$ cat config.mk
export PLATFORM = sky130hd
export DESIGN_NAME = differential_drive_pd_with_wall_steering
export DESIGN_NICKNAME = d
export VERILOG_FILES = /design/src/rtl/core/ddpd_pkg.sv /design/src/rtl/core/ddpd_pd_mac.sv /design/src/rtl/core/differential_drive_pd_with_wall_steering.sv
export SDC_FILE = /design/constraint.sdc
export NUM_CORES = 2
export LEC_CHECK = 0
export BUFFER_PORTS_ARGS = -buffer_cell sky130_fd_sc_hd__clkbuf_2
export CORE_ASPECT_RATIO = 0.75
export CORE_MARGIN = 2
export CORE_UTILIZATION = 30
export DETAILED_ROUTE_END_ITERATION = 7
export SYNTH_ARGS = -nofsm -noshare
export SYNTH_HDL_FRONTEND = slang
export SYNTH_HIERARCHICAL = 1
export SYNTH_SLANG_ARGS = --single-unit
$ cat constraint.sdc
create_clock -name clk -period 6.9 [get_ports clk]
set_input_delay 0.345 -clock clk [delete_from_list [all_inputs] [get_ports clk]]
set_output_delay 0.345 -clock clk [all_outputs]
set_load 0.005 [all_outputs]
$ cat src/rtl/core/ddpd_pkg.sv
// Shared types and constants for the differential drive PD block.
// No dependencies.
package ddpd_pkg;

  localparam int GAIN_W = 20;
  localparam int LVL_W  = 12;
  localparam int POS_W  = 24;
  localparam int DRV_W  = 21;
  localparam int ERR_W  = 26;
  localparam int DIF_W  = 27;
  localparam int ACC_W  = 49;
  localparam int CNT_W  = 5;
  localparam int ADDR_W = 4;

  localparam logic [ADDR_W-1:0] REG_POS_KP   = 4'd0;
  localparam logic [ADDR_W-1:0] REG_POS_KD   = 4'd1;
  localparam logic [ADDR_W-1:0] REG_ANG_KP   = 4'd2;
  localparam logic [ADDR_W-1:0] REG_ANG_KD   = 4'd3;
  localparam logic [ADDR_W-1:0] REG_WALL_KP  = 4'd4;
  localparam logic [ADDR_W-1:0] REG_WALL_KD  = 4'd5;
  localparam logic [ADDR_W-1:0] REG_IR_CTR   = 4'd6;
  localparam logic [ADDR_W-1:0] REG_WALL_THR = 4'd7;

  typedef struct packed {
    logic start;
    logic run;
  } mac_ctl_t;

endpackage

$ cat src/rtl/core/ddpd_pd_mac.sv
// Bit-serial PD multiply-accumulate: Kp*e + Kd*d, one gain bit per cycle while run is set.
// Depends on ddpd_pkg.
module ddpd_pd_mac (
  input  logic                                  clk,
  input  ddpd_pkg::mac_ctl_t                    ctl,
  input  logic signed [ddpd_pkg::ERR_W-1:0]     e_in,
  input  logic signed [ddpd_pkg::DIF_W-1:0]     d_in,
  input  logic        [ddpd_pkg::GAIN_W-1:0]    kp,
  input  logic        [ddpd_pkg::GAIN_W-1:0]    kd,
  output logic signed [ddpd_pkg::ACC_W-1:0]     acc
);

  logic        [ddpd_pkg::GAIN_W-1:0] kp_r, kd_r;
  logic signed [ddpd_pkg::ACC_W-1:0]  e_r, d_r, acc_r;

  always_ff @(posedge clk) begin
    if (ctl.start) begin
      kp_r  <= kp;
      kd_r  <= kd;
      e_r   <= ddpd_pkg::ACC_W'(e_in);
      d_r   <= ddpd_pkg::ACC_W'(d_in);
      acc_r <= '0;
    end else if (ctl.run) begin
      // add the shifted operands selected by the low gain bits, then advance
      acc_r <= acc_r + (kp_r[0] ? e_r : '0) + (kd_r[0] ? d_r : '0);
      kp_r  <= kp_r >> 1;
      kd_r  <= kd_r >> 1;
      e_r   <= e_r <<< 1;
      d_r   <= d_r <<< 1;
    end
  end

  assign acc = acc_r;

endmodule

$ cat src/rtl/core/differential_drive_pd_with_wall_steering.sv
// Differential drive PD controller with wall steering.
// Flow: after an input beat, the forward and wall PD run serially over the gain
// bits, then a load step and the serial gain bits for the angle PD, then finish.
// A new input beat is taken only in idle, once the previous result has been loaded out.
// Reset: synchronous active-low; clears handshake, PD history, gains and IR centre/threshold to defaults.
module differential_drive_pd_with_wall_steering (
  input  logic                                 clk,
  input  logic                                 rst_n,
  input  logic                                 in_valid,
  output logic                                 in_ready,
  input  logic signed [ddpd_pkg::POS_W-1:0]    in_target_position,
  input  logic signed [ddpd_pkg::POS_W-1:0]    in_target_angle,
  input  logic                                 in_wall_enable,
  input  logic signed [ddpd_pkg::POS_W-1:0]    in_left_wheel_pos,
  input  logic signed [ddpd_pkg::POS_W-1:0]    in_right_wheel_pos,
  input  logic        [ddpd_pkg::LVL_W-1:0]    in_left_ir_level,
  input  logic        [ddpd_pkg::LVL_W-1:0]    in_right_ir_level,
  output logic                                 out_valid,
  input  logic                                 out_ready,
  output logic signed [ddpd_pkg::DRV_W-1:0]    out_left_drive,
  output logic signed [ddpd_pkg::DRV_W-1:0]    out_right_drive,
  input  logic                                 cfg_we,
  input  logic        [ddpd_pkg::ADDR_W-1:0]   cfg_addr,
  input  logic        [ddpd_pkg::GAIN_W-1:0]   cfg_wdata
);

  typedef enum logic [3:0] {
    ST_IDLE = 4'b0001,
    ST_RUN1 = 4'b0010,
    ST_RUN2 = 4'b0100,
    ST_FIN  = 4'b1000
  } state_t;

  state_t state_r, state_nxt;
  logic [ddpd_pkg::CNT_W-1:0] cnt_r, cnt_nxt;

  logic [ddpd_pkg::GAIN_W-1:0] pos_kp_r, pos_kd_r, ang_kp_r, ang_kd_r, wall_kp_r, wall_kd_r;
  logic [ddpd_pkg::LVL_W-1:0]  ir_ctr_r, wall_thr_r;

  logic signed [24:0] last_pos_r;
  logic signed [13:0] last_wall_r;
  logic signed [25:0] last_ang_r;

  logic signed [23:0] tang_r;
  logic signed [24:0] wdiff_r;
  logic               en_r;

  logic out_valid_r;
  logic signed [ddpd_pkg::DRV_W-1:0] left_r, right_r;

  logic accept, last_bit, ang_last, load_out;
  assign accept   = in_valid && in_ready;
  assign in_ready = (state_r == ST_IDLE);
  assign last_bit = (cnt_r == ddpd_pkg::CNT_W'(ddpd_pkg::GAIN_W - 1));
  // angle pass spends its first cycle loading, so it ends one count later
  assign ang_last = (cnt_r == ddpd_pkg::CNT_W'(ddpd_pkg::GAIN_W));
  assign load_out = (state_r == ST_FIN) && (!out_valid_r || out_ready);

  // Error terms at accept
  logic signed [24:0] wsum, perr, wdiff;
  logic signed [23:0] mean;
  logic signed [25:0] pd;
  logic signed [13:0] le14, re14, werr;
  logic signed [14:0] wd;
  logic lwall, rwall;

  always_comb begin
    wsum  = 25'(in_left_wheel_pos) + 25'(in_right_wheel_pos);
    mean  = wsum[24:1];
    perr  = 25'(in_target_position) - 25'(mean);
    pd    = 26'(perr) - 26'(last_pos_r);
    wdiff = 25'(in_left_wheel_pos) - 25'(in_right_wheel_pos);
    le14  = 14'({2'b00, ir_ctr_r}) - 14'({2'b00, in_left_ir_level});
    re14  = 14'({2'b00, ir_ctr_r}) - 14'({2'b00, in_right_ir_level});
    lwall = in_left_ir_level < wall_thr_r;
    rwall = in_right_ir_level < wall_thr_r;
    if (lwall && rwall)      werr = le14 - re14;
    else if (lwall)          werr = le14 <<< 1;
    else if (rwall)          werr = -(re14 <<< 1);
    else                     werr = '0;
    wd = 15'(werr) - 15'(last_wall_r);
  end

  // Wall correction and angle error after the first pass
  logic signed [ddpd_pkg::ACC_W-1:0] fwd_acc, wall_acc, ang_acc;
  logic signed [ddpd_pkg::ACC_W-1:0] wall_rnd, fwd_rnd, ang_rnd, lsum, rsum;
  logic signed [10:0] corr;
  logic signed [25:0] aerr;
  logic signed [26:0] ad;

  always_comb begin
    wall_rnd = (wall_acc + ddpd_pkg::ACC_W'(128)) >>> 8;
    if (wall_rnd > ddpd_pkg::ACC_W'(800))       corr = 11'sd800;
    else if (wall_rnd < -ddpd_pkg::ACC_W'(800)) corr = -11'sd800;
    else                                        corr = wall_rnd[10:0];
    aerr = 26'(tang_r) - 26'(wdiff_r) + (en_r ? 26'(corr) : 26'sd0);
    ad   = 27'(aerr) - 27'(last_ang_r);
  end

  always_comb begin
    fwd_rnd = (fwd_acc + ddpd_pkg::ACC_W'(2048)) >>> 12;
    ang_rnd = (ang_acc + ddpd_pkg::ACC_W'(2048)) >>> 12;
    lsum    = fwd_rnd + ang_rnd;
    rsum    = fwd_rnd - ang_rnd;
  end

  function automatic logic signed [ddpd_pkg::DRV_W-1:0] sat_drv(
    input logic signed [ddpd_pkg::ACC_W-1:0] v);
    logic signed [ddpd_pkg::ACC_W-1:0] hi, lo;
    hi = ddpd_pkg::ACC_W'((1 <<< (ddpd_pkg::DRV_W - 1)) - 1);
    lo = -ddpd_pkg::ACC_W'(1 <<< (ddpd_pkg::DRV_W - 1));
    if (v > hi)      sat_drv = hi[ddpd_pkg::DRV_W-1:0];
    else if (v < lo) sat_drv = lo[ddpd_pkg::DRV_W-1:0];
    else             sat_drv = v[ddpd_pkg::DRV_W-1:0];
  endfunction

  ddpd_pkg::mac_ctl_t ctl1, ctl2;
  always_comb begin
    ctl1.start = accept;
    ctl1.run   = (state_r == ST_RUN1);
    // load the angle pass only once the wall pass has added its last bit
    ctl2.start = (state_r == ST_RUN2) && (cnt_r == '0);
    ctl2.run   = (state_r == ST_RUN2) && (cnt_r != '0);
  end

  ddpd_pd_mac u_fwd (
    .clk(clk), .ctl(ctl1), .e_in(ddpd_pkg::ERR_W'(perr)), .d_in(ddpd_pkg::DIF_W'(pd)),
    .kp(pos_kp_r), .kd(pos_kd_r), .acc(fwd_acc)
  );

  ddpd_pd_mac u_wall (
    .clk(clk), .ctl(ctl1), .e_in(ddpd_pkg::ERR_W'(werr)), .d_in(ddpd_pkg::DIF_W'(wd)),
    .kp(wall_kp_r), .kd(wall_kd_r), .acc(wall_acc)
  );

  ddpd_pd_mac u_ang (
    .clk(clk), .ctl(ctl2), .e_in(aerr), .d_in(ad),
    .kp(ang_kp_r), .kd(ang_kd_r), .acc(ang_acc)
  );

  always_comb begin
    state_nxt = state_r;
    cnt_nxt   = cnt_r;
    case (state_r)
      ST_IDLE: begin
        if (accept) begin
          state_nxt = ST_RUN1;
          cnt_nxt   = '0;
        end
      end
      ST_RUN1: begin
        cnt_nxt = cnt_r + 1'b1;
        if (last_bit) begin
          state_nxt = ST_RUN2;
          cnt_nxt   = '0;
        end
      end
      ST_RUN2: begin
        cnt_nxt = cnt_r + 1'b1;
        if (ang_last) begin
          state_nxt = ST_FIN;
        end
      end
      ST_FIN: begin
        if (load_out) begin
          state_nxt = ST_IDLE;
        end
      end
      default: state_nxt = ST_IDLE;
    endcase
  end

  always_ff @(posedge clk) begin
    if (!rst_n) begin
      state_r     <= ST_IDLE;
      cnt_r       <= '0;
      out_valid_r <= 1'b0;
      last_pos_r  <= '0;
      last_wall_r <= '0;
      last_ang_r  <= '0;
      pos_kp_r    <= 20'd70779;
      pos_kd_r    <= 20'd10035;
      ang_kp_r    <= 20'd102564;
      ang_kd_r    <= 20'd7291;
      wall_kp_r   <= 20'd82;
      wall_kd_r   <= 20'd410;
      ir_ctr_r    <= 12'd1600;
      wall_thr_r  <= 12'd2200;
    end else begin
      state_r <= state_nxt;
      cnt_r   <= cnt_nxt;
      if (load_out)       out_valid_r <= 1'b1;
      else if (out_ready) out_valid_r <= 1'b0;
      if (accept) begin
        last_pos_r  <= perr;
        last_wall_r <= werr;
      end
      if (ctl2.start) begin
        last_ang_r <= aerr;
      end
      if (cfg_we) begin
        case (cfg_addr)
          ddpd_pkg::REG_POS_KP:   pos_kp_r   <= cfg_wdata;
          ddpd_pkg::REG_POS_KD:   pos_kd_r   <= cfg_wdata;
          ddpd_pkg::REG_ANG_KP:   ang_kp_r   <= cfg_wdata;
          ddpd_pkg::REG_ANG_KD:   ang_kd_r   <= cfg_wdata;
          ddpd_pkg::REG_WALL_KP:  wall_kp_r  <= cfg_wdata;
          ddpd_pkg::REG_WALL_KD:  wall_kd_r  <= cfg_wdata;
          ddpd_pkg::REG_IR_CTR:   ir_ctr_r   <= cfg_wdata[ddpd_pkg::LVL_W-1:0];
          ddpd_pkg::REG_WALL_THR: wall_thr_r <= cfg_wdata[ddpd_pkg::LVL_W-1:0];
          default: ;
        endcase
      end
    end
  end

  always_ff @(posedge clk) begin
    if (accept) begin
      tang_r  <= in_target_angle;
      wdiff_r <= wdiff;
      en_r    <= in_wall_enable;
    end
    if (load_out) begin
      left_r  <= sat_drv(lsum);
      right_r <= sat_drv(rsum);
    end
  end

  assign out_valid       = out_valid_r;
  assign out_left_drive  = left_r;
  assign out_right_drive = right_r;

endmodule

==> summary.txt <==
Run status
  • Status: finished, violations left
  • Failing checks: setup timing

Critical path
  • Max stage delay on crit path: between 0.4 and 0.5 ns
  • Critical Path Fanout Max: 4
  • Slowest-stage cell, CP: fa_1
  • Startpoint Class: flip-flop
  • Worst path required time: around 7.4 ns
  • Cell mode on critical path: buf_4
  • Critical path class: reg -> reg
  • Critical Path End Type: flip-flop
  • Critical Path AT: between 8 and 9 ns

STA
  • RSZ-0062 raised after global routing: yes
  • Crit share post-route: 111%
  • Achievable Freq: ~130 MHz
  • Final setup margin: -0.777 ns
  • Final setup vio count: 35
  • Worst-margin pin slew: ~1.2 ns
  • Slew Viols, Final: 0
  • Minimum clock period: about 7.7 ns
  • Final Skew: roughly 0.052 ns
  • Final Hold Violating Endpoints: 0
  • Worst slew margin: between 20% and 30%

Power and ir drop
  • Flop pwr share: roughly 28%
  • Clock power share: approximately 23%
  • Logic pwr share: approximately half
  • Switching power total: 9.26 mW
  • VDD IR max: ~0.34 mV
  • Pwr Total: roughly 24 mW
  • Internal power: between 15 and 20 mW
  • Lkg Pwr: 30.1 nW
  • Net Sw Frac: between 30% and 40%
  • Pwr dens: 328 nW/um2

CTS
  • CTS tree: done
  • Worst-skew pair later-pin latency: around 0.76 ns
  • Total CTS buffers: 96
  • Htree depth: 3
  • Clock Path Buffers: 3
  • CTS Sinks: roughly 870
  • Worst-path clk slew: around 0.060 ns
  • Root buffer cell: clkbuf_16

GRT
  • Largest net degree at the start of global routing: between 150 and 200
  • Global Route met3 Usage: roughly 3.2%
  • Met1 Resource Use GR: 24.7%
  • First-pass GRT wire length: slightly below 300000 um
  • Layer with the highest usage: met2
  • Vias in the first global route: approximately 50000
  • GR Overflow Total: 0
  • Gr usage total: between 10% and 20%
  • Met2 Use GR: between 20% and 30%
  • Initial antenna violation count: 6

Yosys
  • Post-synth EDFFs: 506
  • Synth async-reset ratio: 0%
  • Cells after synthesis: 6833
  • Sequential element share of the synthesized area: a little over a third
  • Synth Net Count: roughly 7600
  • Post-synthesis area per instance: ~9.2 um2
  • Post-synth top flop: edfxtp_1
  • Synth unique cells: between 100 and 150
  • FF+latch count, synth: roughly 870
  • Post-Syn Area: approximately 63000 um2
  • Yosys warnings: 6

Placement
  • DP HPWL: approximately 140000 um
  • Placer Congestion: just over 0.9
  • Inst Count DP: between 9000 and 10000
  • Pre-CTS setup slack: -0.892 ns
  • Area post-placement: between 60000 and 70000 um2
  • IO Port Bufs: ~190

Cells and area
  • Final core utilization: ~36%
  • Fin area: about 74000 um2
  • Final layout net count: between 8000 and 9000
  • Area grow syn2layout: 17.4%
  • Cell Count, Final, Fillers Out: a little over 10000
  • Layout cells sized above 1: 17.0%

Hold path
  • Worst hold path type: in -> reg

Detailed routing
  • Pre-antenna DRT Iters: 7
  • Routed WL per cell: 18.6 um
  • Drt total wl: around 190000 um
  • Total number of vias: 51007
  • DR iter-0 viols: a little under 4000
  • Routed vias/inst: slightly above 5
  • Routed Antenna Nets: 0
  • DR DRC count: 0

Floorplanning
  • Die X: between 500 and 600 um
  • Core Region: 209000 um2
  • Cell Rows: about 150
  • Initial Utilization: between 30% and 40%
  • I/O Pins: 194
  • Die ar.: between 200000 and 250000 um2
  • Die H: between 400 and 500 um

Flow run
  • Max Cap Viol: 0
[power by group through the flow]
| stage | Clock, mW | Combinational, mW | Sequential, mW |
|---|---|---|---|
| 3_3_place_gp | 0 | 10.8 | 6.76 |
| 5_1_grt | 5.82 | 13.4 | 6.72 |
| 6_report | 5.47 | 12.1 | 6.66 |
| 4_1_cts | 5.62 | 11.7 | 6.66 |
| 3_5_place_dp | 0 | 11.0 | 6.77 |
| 2_1_floorplan | 0 | 7.38 | 6.66 |
[kinds of logic (layout without fill, tap and decap cells)]
family	after synthesis	after routing	synth area share [%]
DFF	872	872	35.7
AOI/OAI and AO/OA	1556	1556	15.6
muxes	354	354	6.15
xor gates and xnor gates	467	467	6.48
adders and majority gates	625	625	14.6
other	0	1	0
buffers and inverters	860	1369	5.33
and+or+nand+nor	2099	2099	16.2
[per-stage QoR]
step                TNS (ns)  hold slack [ns]
floorplan             -0.335            0.432
global route          -35.07           0.0227
finish                -17.82           0.0576
global placement      -20.22            0.437
CTS                   -15.48          0.00136
detailed placement    -28.88            0.445
[worst paths after layout]
kind                                startpoint       endpoint  slack (ns)  depth (start not counted)
worst max-delay path            u_wall/acc[16]  u_ang/e_r[15]       -0.78                         45
worst min-delay path              cfg_wdata[7]   wall_kp_r[7]        0.06                          3
worst max register to register  u_wall/acc[16]  u_ang/e_r[15]       -0.78                         45
worst min register to register    pos_kd_r[14]   pos_kd_r[14]        0.45                          2
[cell usage after synthesis (all sizes together) (68+ instances only)]
library cell  instances  area [um2]
nand3               165         836
xor2                141        1230
inv                 548        2060
fa                  183        3660
a21oi               492        2470
xnor2               326        2860
clkbuf              243         946
o21ai               434        2180
nor2                442        1660
ha                  442        5530
dfxtp               366        7330
mux2i                88         881
buf                  68         360
nand4                72         450
o21bai               68         514
nor3                 94         475
mux2                266        3000
a21o                134        1010
nand2               692        2600
and2                311        1950
edfxtp              506       15200
[cell usage in the layout, fill, tap and decap left out, types with 30 or more instances in the layout]
| master | synthesis | layout |
|---|---|---|
| inv_1 | 544 | 538 |
| fa_1 | 183 | 181 |
| nand2_1 | 690 | 682 |
| nand4_1 | 72 | 72 |
| and2_1 | 310 | 309 |
| nand2b_1 | 53 | 53 |
| clkbuf_2 | 11 | 193 |
| dfxtp_1 | 366 | 353 |
| nor3_1 | 93 | 88 |
| dlygate4sd3_1 | 0 | 40 |
| ha_1 | 442 | 433 |
| o21bai_1 | 67 | 67 |
| clkbuf_16 | 0 | 97 |
| edfxtp_1 | 506 | 506 |
| a211oi_1 | 59 | 59 |
| o21ai_0 | 356 | 320 |
| xnor2_1 | 326 | 322 |
| o21ai_1 | 75 | 78 |
| a21o_1 | 133 | 133 |
| o211ai_1 | 30 | 30 |
| nor2b_1 | 58 | 55 |
| a31oi_1 | 33 | 30 |
| buf_4 | 8 | 373 |
| o21ai_2 | 3 | 34 |
| nand3_1 | 163 | 161 |
| xor2_1 | 141 | 138 |
| o21a_1 | 45 | 44 |
| mux2i_1 | 88 | 87 |
| and3_1 | 57 | 55 |
| nor2_1 | 441 | 435 |
| a21oi_1 | 489 | 478 |
| mux2_2 | 263 | 257 |
[worst max-delay path, delay by kind of cell, from the launching register on]
kind,cells,cell delay [ns]
mux,2,0.40
simple gates,9,1.66
compound gates,6,1.09
xor+xnor,2,0.30
fa+ha+maj,2,0.67
buf+inv,24,2.97
flops,1,0.33
[registers in the layout, summed over array words and instances (netlist names), 21 cells and up]
name,flops
last_pos_r,25
u_ang/e_r,49
u_wall/d_r,49
u_wall/e_r,49
wdiff_r,25
last_ang_r,26
out_left_drive,21
u_fwd/acc,49
u_wall/acc,49
u_ang/d_r,49
u_fwd/e_r,49
u_fwd/d_r,49
tang_r,24
out_right_drive,21
u_ang/acc,49
[area by class of cell]
cell class | count | area, um2
multi-input cells | 5101 | 38000
clock buffers | 136 | 2730
repair buffers | 638 | 4650
diodes | 1 | 2.50
fillers | 21244 | 135000
inverters | 549 | 2090
clock inverters | 46 | 611
flip-flops and latches | 872 | 22500
well taps | 2793 | 3490
[layer usage]
| metal | vias up | wire [um] | share of wire (%) |
|---|---|---|---|
| met5 | - | 46 | 0.024 |
| met4 | 8 | 5080 | 2.7 |
| met3 | 249 | 11200 | 5.9 |
| met2 | 1305 | 80600 | 43 |
| met1 | 24691 | 91300 | 49 |
| li1 | 24754 | - | - |
[timing repair]
item,in CTS,in global routing
pin swaps,65,65
setup endpoints to repair,47,116
hold buffers,40,0
cloned,3,0
endpoints found under the hold margin,87,0
gates resized for setup,120,71
setup buffers,64,16
Note: power is estimated with default switching activity, not from simulation.
